$ cat src/rtl/sdc_pkg.sv
package sdc_pkg;

  // generator and product widths
  localparam int GenW       = 31;
  localparam int FoldInW    = 47;
  localparam int OpAW       = 34;
  localparam int OpBW       = 17;
  localparam int ProdW      = OpAW + OpBW;
  localparam int NoiseShift = 39;
  localparam int NoiseW     = ProdW - NoiseShift;
  localparam int ScaleW     = 16;
  localparam int FoldCW     = 8;

  // generator moduli and multipliers
  localparam logic [GenW-1:0]   ModOne = 31'd2147483563;
  localparam logic [GenW-1:0]   ModTwo = 31'd2147483399;
  localparam logic [OpBW-1:0]   MulOne = 17'd40014;
  localparam logic [OpBW-1:0]   MulTwo = 17'd40692;

  // 2^31 mod each modulus, used to fold the upper product bits
  localparam logic [FoldCW-1:0] FoldOne = 8'd85;
  localparam logic [FoldCW-1:0] FoldTwo = 8'd249;

  // 2z - ModOne written in terms of s = g1 + g2, for both wrap cases
  localparam logic [OpAW-1:0]   ThreeModOne   = 34'd6442450689;
  localparam logic [OpAW-1:0]   ModOnePlusTwo = 34'd2147483565;

  // reset values
  localparam logic [GenW-1:0]   GenOneReset = 31'd55555;
  localparam logic [GenW-1:0]   GenTwoReset = 31'd99999;
  localparam logic [ScaleW-1:0] ScaleReset  = 16'd256;

endpackage

$ cat src/rtl/sdc_mod_fold.sv
module sdc_mod_fold (
  input  logic [sdc_pkg::FoldInW-1:0] prod_i,
  input  logic                        sel_two_i,
  output logic [sdc_pkg::GenW-1:0]    res_o
);
  import sdc_pkg::*;

  logic [FoldInW-GenW-1:0]        hi;
  logic [GenW-1:0]                lo;
  logic [FoldCW-1:0]              fold_c;
  logic [GenW-1:0]                modulus;
  logic [FoldInW-GenW+FoldCW-1:0] hi_c;
  logic [GenW:0]                  sum;

  assign hi      = prod_i[FoldInW-1:GenW];
  assign lo      = prod_i[GenW-1:0];
  assign fold_c  = sel_two_i ? FoldTwo : FoldOne;
  assign modulus = sel_two_i ? ModTwo : ModOne;
  assign hi_c    = hi * fold_c;
  // hi * 2^31 == hi * fold_c, and the sum stays below twice the modulus
  assign sum     = {1'b0, lo} + (GenW+1)'(hi_c);

  always_comb begin
    if (sum >= {1'b0, modulus}) begin
      res_o = GenW'(sum - {1'b0, modulus});
    end else begin
      res_o = sum[GenW-1:0];
    end
  end

endmodule

$ cat src/rtl/sample_dither_combined_lcg.sv
// each sample runs through the steps Mul1, Red1, Mul2, Red2, Comb, MulN and Out
// a new sample is taken only in the idle step, using the single shared multiplier
//   used three times per sample (two generator steps and the noise scaling)
// a waiting output beat holds the sequencer in its last step until taken
// reset (async, active low): generators at 55555 and 99999, scale at 256,
//   no beat pending
module sample_dither_combined_lcg #(
  parameter int SAMPLE_BITS = 16
) (
  input  logic                       clk_i,
  input  logic                       rst_ni,
  input  logic                       in_valid_i,
  output logic                       in_ready_o,
  input  logic signed [SAMPLE_BITS-1:0] sample_in_i,
  output logic                       out_valid_o,
  input  logic                       out_ready_i,
  output logic signed [SAMPLE_BITS-1:0] sample_out_o,
  output logic                       clipped_o,
  input  logic                       cfg_valid_i,
  output logic                       cfg_ready_o,
  input  logic [sdc_pkg::ScaleW-1:0] dither_scale_i
);
  import sdc_pkg::*;

  // sum width covers sample plus noise without overflow
  localparam int SumW = ((SAMPLE_BITS > NoiseW) ? SAMPLE_BITS : NoiseW) + 1;

  // sequencer steps
  localparam logic [2:0] StIdle = 3'd0;
  localparam logic [2:0] StMul1 = 3'd1;
  localparam logic [2:0] StRed1 = 3'd2;
  localparam logic [2:0] StMul2 = 3'd3;
  localparam logic [2:0] StRed2 = 3'd4;
  localparam logic [2:0] StComb = 3'd5;
  localparam logic [2:0] StMulN = 3'd6;
  localparam logic [2:0] StOut  = 3'd7;

  logic [2:0]                    state_q, state_d;
  logic [GenW-1:0]               g1_q, g1_d;
  logic [GenW-1:0]               g2_q, g2_d;
  logic [ScaleW-1:0]             scale_q;
  logic signed [SAMPLE_BITS-1:0] sample_q;
  logic signed [ProdW-1:0]       prod_q;
  logic signed [OpAW-1:0]        diff_q;
  logic                          out_valid_q;
  logic signed [SAMPLE_BITS-1:0] out_sample_q;
  logic                          out_clip_q;

  logic signed [OpAW-1:0]        mul_a;
  logic signed [OpBW-1:0]        mul_b;
  logic signed [ProdW-1:0]       mul_p;
  logic [GenW-1:0]               fold_res;
  logic [GenW:0]                 gen_sum;
  logic [OpAW-1:0]               gen_sum2;
  logic signed [OpAW-1:0]        diff_d;
  logic signed [NoiseW-1:0]      noise;
  logic signed [SumW-1:0]        dith_sum;
  logic                          fits;
  logic signed [SAMPLE_BITS-1:0] sat_val;
  logic                          in_beat;
  logic                          out_free;

  assign in_ready_o   = (state_q == StIdle);
  assign in_beat      = in_valid_i && in_ready_o;
  assign out_free     = !out_valid_q || out_ready_i;
  assign cfg_ready_o  = 1'b1;
  assign out_valid_o  = out_valid_q;
  assign sample_out_o = out_sample_q;
  assign clipped_o    = out_clip_q;

  // shared multiplier: generator steps, then noise scaling
  always_comb begin
    case (state_q)
      StMul1: begin
        mul_a = $signed({{(OpAW-GenW){1'b0}}, g1_q});
        mul_b = $signed(MulOne);
      end
      StMul2: begin
        mul_a = $signed({{(OpAW-GenW){1'b0}}, g2_q});
        mul_b = $signed(MulTwo);
      end
      default: begin
        mul_a = diff_q;
        mul_b = $signed({1'b0, scale_q});
      end
    endcase
  end

  assign mul_p = mul_a * mul_b;

  // modular fold of the generator product
  sdc_mod_fold u_fold (
    .prod_i    (prod_q[FoldInW-1:0]),
    .sel_two_i (state_q == StRed2),
    .res_o     (fold_res)
  );

  // combination: z = s - ModOne, wrapped when z < 1, then 2z - ModOne
  assign gen_sum  = {1'b0, g1_q} + {1'b0, g2_q};
  assign gen_sum2 = {1'b0, gen_sum, 1'b0};
  always_comb begin
    if (gen_sum > {1'b0, ModOne}) begin
      diff_d = $signed(gen_sum2 - ThreeModOne);
    end else begin
      diff_d = $signed(gen_sum2 - ModOnePlusTwo);
    end
  end

  // arithmetic shift gives the floor of the scaled noise
  assign noise    = prod_q[ProdW-1:NoiseShift];
  assign dith_sum = $signed({{(SumW-SAMPLE_BITS){sample_q[SAMPLE_BITS-1]}}, sample_q})
                  + $signed({{(SumW-NoiseW){noise[NoiseW-1]}}, noise});
  // no overflow when every bit above the sample's sign matches it
  assign fits     = (dith_sum[SumW-1:SAMPLE_BITS-1] == {(SumW-SAMPLE_BITS+1){1'b0}})
                 || (dith_sum[SumW-1:SAMPLE_BITS-1] == {(SumW-SAMPLE_BITS+1){1'b1}});
  assign sat_val  = dith_sum[SumW-1] ? $signed({1'b1, {(SAMPLE_BITS-1){1'b0}}})
                                     : $signed({1'b0, {(SAMPLE_BITS-1){1'b1}}});

  // sequencer
  always_comb begin
    state_d = state_q;
    g1_d    = g1_q;
    g2_d    = g2_q;
    case (state_q)
      StIdle: if (in_beat) state_d = StMul1;
      StMul1: state_d = StRed1;
      StRed1: begin
        g1_d    = fold_res;
        state_d = StMul2;
      end
      StMul2: state_d = StRed2;
      StRed2: begin
        g2_d    = fold_res;
        state_d = StComb;
      end
      StComb: state_d = StMulN;
      StMulN: state_d = StOut;
      StOut:  if (out_free) state_d = StIdle;
      default: state_d = StIdle;
    endcase
  end

  always_ff @(posedge clk_i or negedge rst_ni) begin
    if (!rst_ni) begin
      state_q     <= StIdle;
      g1_q        <= GenOneReset;
      g2_q        <= GenTwoReset;
      scale_q     <= ScaleReset;
      out_valid_q <= 1'b0;
    end else begin
      state_q <= state_d;
      g1_q    <= g1_d;
      g2_q    <= g2_d;
      if (cfg_valid_i) begin
        scale_q <= dither_scale_i;
      end
      if (state_q == StOut && out_free) begin
        out_valid_q <= 1'b1;
      end else if (out_ready_i) begin
        out_valid_q <= 1'b0;
      end
    end
  end

  // payload registers
  always_ff @(posedge clk_i) begin
    if (in_beat) begin
      sample_q <= sample_in_i;
    end
    if (state_q == StMul1 || state_q == StMul2 || state_q == StMulN) begin
      prod_q <= mul_p;
    end
    if (state_q == StComb) begin
      diff_q <= diff_d;
    end
    if (state_q == StOut && out_free) begin
      out_sample_q <= fits ? dith_sum[SAMPLE_BITS-1:0] : sat_val;
      out_clip_q   <= !fits;
    end
  end

endmodule

$ cat config.mk
export PLATFORM = sky130hd
export DESIGN_NAME = sample_dither_combined_lcg
export DESIGN_NICKNAME = d
export VERILOG_FILES = /design/src/rtl/sdc_pkg.sv /design/src/rtl/sdc_mod_fold.sv /design/src/rtl/sample_dither_combined_lcg.sv
export SDC_FILE = /design/constraint.sdc
export NUM_CORES = 2
export LEC_CHECK = 0
export BUFFER_PORTS_ARGS = -buffer_cell sky130_fd_sc_hd__buf_4
export CORE_MARGIN = 10
export CORE_UTILIZATION = 48
export DETAILED_ROUTE_END_ITERATION = 8
export GPL_TIMING_DRIVEN = 0
export HOLD_SLACK_MARGIN = 0.15
export PLACE_DENSITY = 0.74
export SYNTH_ARGS = -nofsm -noshare
export SYNTH_HDL_FRONTEND = slang
export SYNTH_SLANG_ARGS = --single-unit
$ cat constraint.sdc
create_clock -name clk_i -period 7.4 [get_ports clk_i]
set_input_delay 1.11 -clock clk_i [delete_from_list [all_inputs] [get_ports clk_i]]
set_output_delay 1.11 -clock clk_i [all_outputs]
set_load 0.05 [all_outputs]
==> metrics.log <==
[metrics] estimated wirelength of the detail-placed design: 96300 µm
[metrics] netlist area before placement: 35800 µm²
[metrics] pin count of the biggest net entering global routing: 83
[metrics] unrepaired setup endpoints after global routing: true
[metrics] maximum buffer depth of the clock tree: 2
[metrics] minimum clock period after layout: 7720 ps
[metrics] clock skew after layout: 18.0 ps
[metrics] Yosys warnings: 0
[metrics] maximum achievable frequency: 0.130 GHz
[metrics] number of register bits inferred by synthesis: 199
[metrics] CP max FO: 7
[metrics] share of synthesized registers carrying an async set or reset: 41.2%
[metrics] most frequent cells in the layout: inv_1 (829), fa_1 (589), nand2_1 (504), nor2_1 (250), buf_4 (212)
[metrics] Post-DRT Antenna Nets: 0
[metrics] endpoint arrival time on the critical path: 7980 ps
[metrics] per-cell via count in the routed design: 5.75
[metrics] delay of the slowest cell on the worst path: 560 ps
[metrics] Layout Cell Area excl Fill: 42400 µm²
[metrics] clock slew seen by the registers of the worst setup and hold paths: 90 ps
[metrics] critical path endpoint category: flop
[metrics] number of buffers added on ports: 54
[metrics] Period Utilization, post-route: 104%
[metrics] cell with the biggest individual delay on the critical path: fa_1
[metrics] Clock H-tree levels: 4
[metrics] Cell Count, Final, Fillers Out: 5231
[metrics] violations in the final reports: negative setup slack
[metrics] kind of critical path: reg2reg
[metrics] leftover overflow at the end of global routing: 0
[metrics] layout overhead on the synthesized area: 18.6%
[metrics] remaining design rule violation count: 0
[metrics] number of endpoints failing setup at the final stage: 11
[metrics] Post-layout nets: 5133
[metrics] cell at the root of the clock tree: clkbuf_16
[metrics] GRT Util Overall: 28.0%
[metrics] type of the most critical hold path: reg2reg
[metrics] vias in the first global route: 30500
[metrics] clock tree from TritonCTS: yes
[metrics] insertion delay of the later-clocked pin in the worst-skew pair: 510 ps
[metrics] via count: 30100
[metrics] post-synthesis sequential area ratio: 15.6%
[metrics] share of post-route cells with drive strength above 1: 17.8%
[metrics] Worst Reg2Reg Path Length in Cells: 29
[metrics] number of detailed-route iterations in the first pass: 6
[metrics] Critical Path RT: 7670 ps
[metrics] area of the die: 85800 µm²
[metrics] Initial DRC Count: 2783
[metrics] Top Ports: 57
[metrics] max-slew violation total from the final report: 0
[metrics] final-report hold violation count: 0
[metrics] instance count of the mapped netlist: 4026
[metrics] cell count after placement: 5053
[metrics] layout filler cell count: 6322
[metrics] post-layout utilization of the core: 57.1%
[metrics] Critical Path Sink: prod_q[50]
[metrics] worst-case headroom to the max-slew limit: 20.0%
[metrics] effective utilization at floorplan: 48.2%
[metrics] worst r2r src: state_q[2]
[metrics] mean instance size in the synthesized netlist: 8.88 µm²
[metrics] worst reg2reg setup slack: -320 ps
[metrics] die boundary width: 293 µm
[metrics] max_cap viols: 0
[metrics] routability-driven placement congestion ratio: 1.08
[metrics] cell mode on critical path: fa_1
[metrics] wire length of the first global-routing pass: 182000 µm
[metrics] final worst slack: -316 ps
[metrics] endpoint of the most critical register-to-register path: prod_q[50]
[metrics] Hold Slack: 525 ps
[metrics] total clock buffers created by CTS: 17
[metrics] Total Wirelength: 120000 µm
[metrics] Routed WL per cell: 22.9 µm
[metrics] count of flip-flops with a built-in enable after synthesis: 117
[metrics] Slew @ Worst Pin: 1200 ps
[metrics] antenna violations before repair: 5
[metrics] vertical extent of the die: 293 µm
[metrics] Placed Area: 37400 µm²
[metrics] Worst Setup SP: state_q[2]
[metrics] Post-synth top flop: edfxtp_1
[metrics] most common cell after layout, fill and taps aside: inv_1
[metrics] core area: 74200 µm²
[metrics] Netlist cell types: 107
[metrics] element type at the critical path start: flop
[metrics] outcome: finished, violations left
[metrics] num rows: 100
[metrics] sinks on the clock net: 199
[cell families after synthesis]
logic type               share of synthesized area, %
AND/OR/NAND/NOR                                  16.1
buffers and inverters                            10.4
adder cells (fa/ha/maj)                          42.5
AO/OA/AOI/OAI                                    10.6
flip-flops                                       15.6
XOR/XNOR                                         3.35
multiplexers                                     1.46
other                                          0.0105
[how the worst min path moves through the flow]
| stage | start | to | slack, ps | cells after the start |
|---|---|---|---|---|
| floorplan | g2_q[10] | g2_q[10] | 460 | 2 |
| global placement | g2_q[0] | g2_q[0] | 490 | 2 |
| detailed placement | g1_q[0] | g1_q[0] | 500 | 2 |
| CTS | g1_q[0] | g1_q[0] | 520 | 2 |
| global route | g1_q[0] | g1_q[0] | 530 | 2 |
| finish | g1_q[0] | g1_q[0] | 530 | 2 |
[routing by layer]
metal,global-route usage [%],part of all wire (%)
met5,0,0.061
met4,16.7,7.1
met3,7.75,11
met2,42.8,44
met1,35.1,38
[flip-flops by register name, summed over array words and instances, names as in the netlist]
| signal | count |
|---|---|
| sample_out_o | 16 |
| sample_q | 16 |
| out_valid_o | 1 |
| diff_q | 33 |
| state_q | 3 |
| clipped_o | 1 |
| g1_q | 31 |
| g2_q | 31 |
| prod_q | 51 |
| scale_q | 16 |
[per-stage QoR]
step | setup TNS, ps | setup WS (ps)
6_report | -1610 | -316
5_1_grt | -4670 | -498
3_3_place_gp | -167020 | -3810
3_5_place_dp | -170490 | -3150
4_1_cts | -183 | -96.7
2_1_floorplan | 0 | 42.6
[final cells by class]
cell class | count | area [µm²] | share of cell area [%]
antenna | 1 | 2.50 | 0.00590
tap | 969 | 1210 | 2.86
timing repair buffer | 229 | 1960 | 4.63
inverter | 840 | 3160 | 7.46
buffer | 116 | 1100 | 2.60
clock inverter | 12 | 130 | 0.307
clock buffer | 20 | 457 | 1.08
multi-input combinational | 2845 | 28800 | 67.9
sequential | 199 | 5590 | 13.2
[Yosys cell counts, types with 5 or more instances]
master	count	share of area, %
nand4_1	21	0.37
xnor2_1	89	2.2
mux2i_1	33	0.92
o21a_1	20	0.42
buf_1	10	0.11
inv_1	839	8.8
a21boi_0	11	0.23
nor2_1	269	2.8
edfxtp_1	117	9.8
or2_2	10	0.17
clkbuf_1	121	1.3
nor2b_1	25	0.44
dfrtp_1	64	4.5
buf_4	5	0.11
and2_1	69	1.2
a21oi_1	152	2.1
dfstp_2	18	1.3
a211oi_1	22	0.46
o211ai_1	15	0.31
and3_1	49	0.86
fa_1	609	34
ha_1	239	8.4
a211o_1	5	0.12
nor3_1	51	0.71
a32oi_1	9	0.22
mux2_2	17	0.54
a21o_1	67	1.4
o21bai_1	15	0.31
a31oi_1	23	0.40
or3_1	9	0.16
a22oi_1	19	0.40
xor2_1	46	1.1
nand2_1	566	5.9
o2111ai_1	5	0.12
buf_2	5	0.070
o22ai_1	6	0.11
nand3b_1	6	0.13
nand2b_1	27	0.47
o21ai_0	105	1.5
nor4_1	14	0.24
nand3_1	78	1.1
o31a_1	7	0.17
o21ai_1	8	0.11
o31ai_1	20	0.42
[worst max-delay path: cells and delay by family, from the launching register on]
family | cells | cell delay (ps)
AOI/OAI and AO/OA | 8 | 1340
xor gates and xnor gates | 1 | 350
adders and majority gates | 7 | 3360
buffers and inverters | 9 | 1170
DFF | 1 | 490
and+or+nand+nor | 4 | 720
[repair_timing]
item                                    CTS  global route
gates cloned                              2             1
pin swaps                               111            78
endpoints found under the hold margin     0             0
endpoints found under the setup margin   99            83
buffers inserted                        122            47
hold buffers                              0             0
gates resized for setup                 522           196
Power is not shown: default switching activity piles up to over one toggle a cycle in this logic, so the estimate is an artifact.
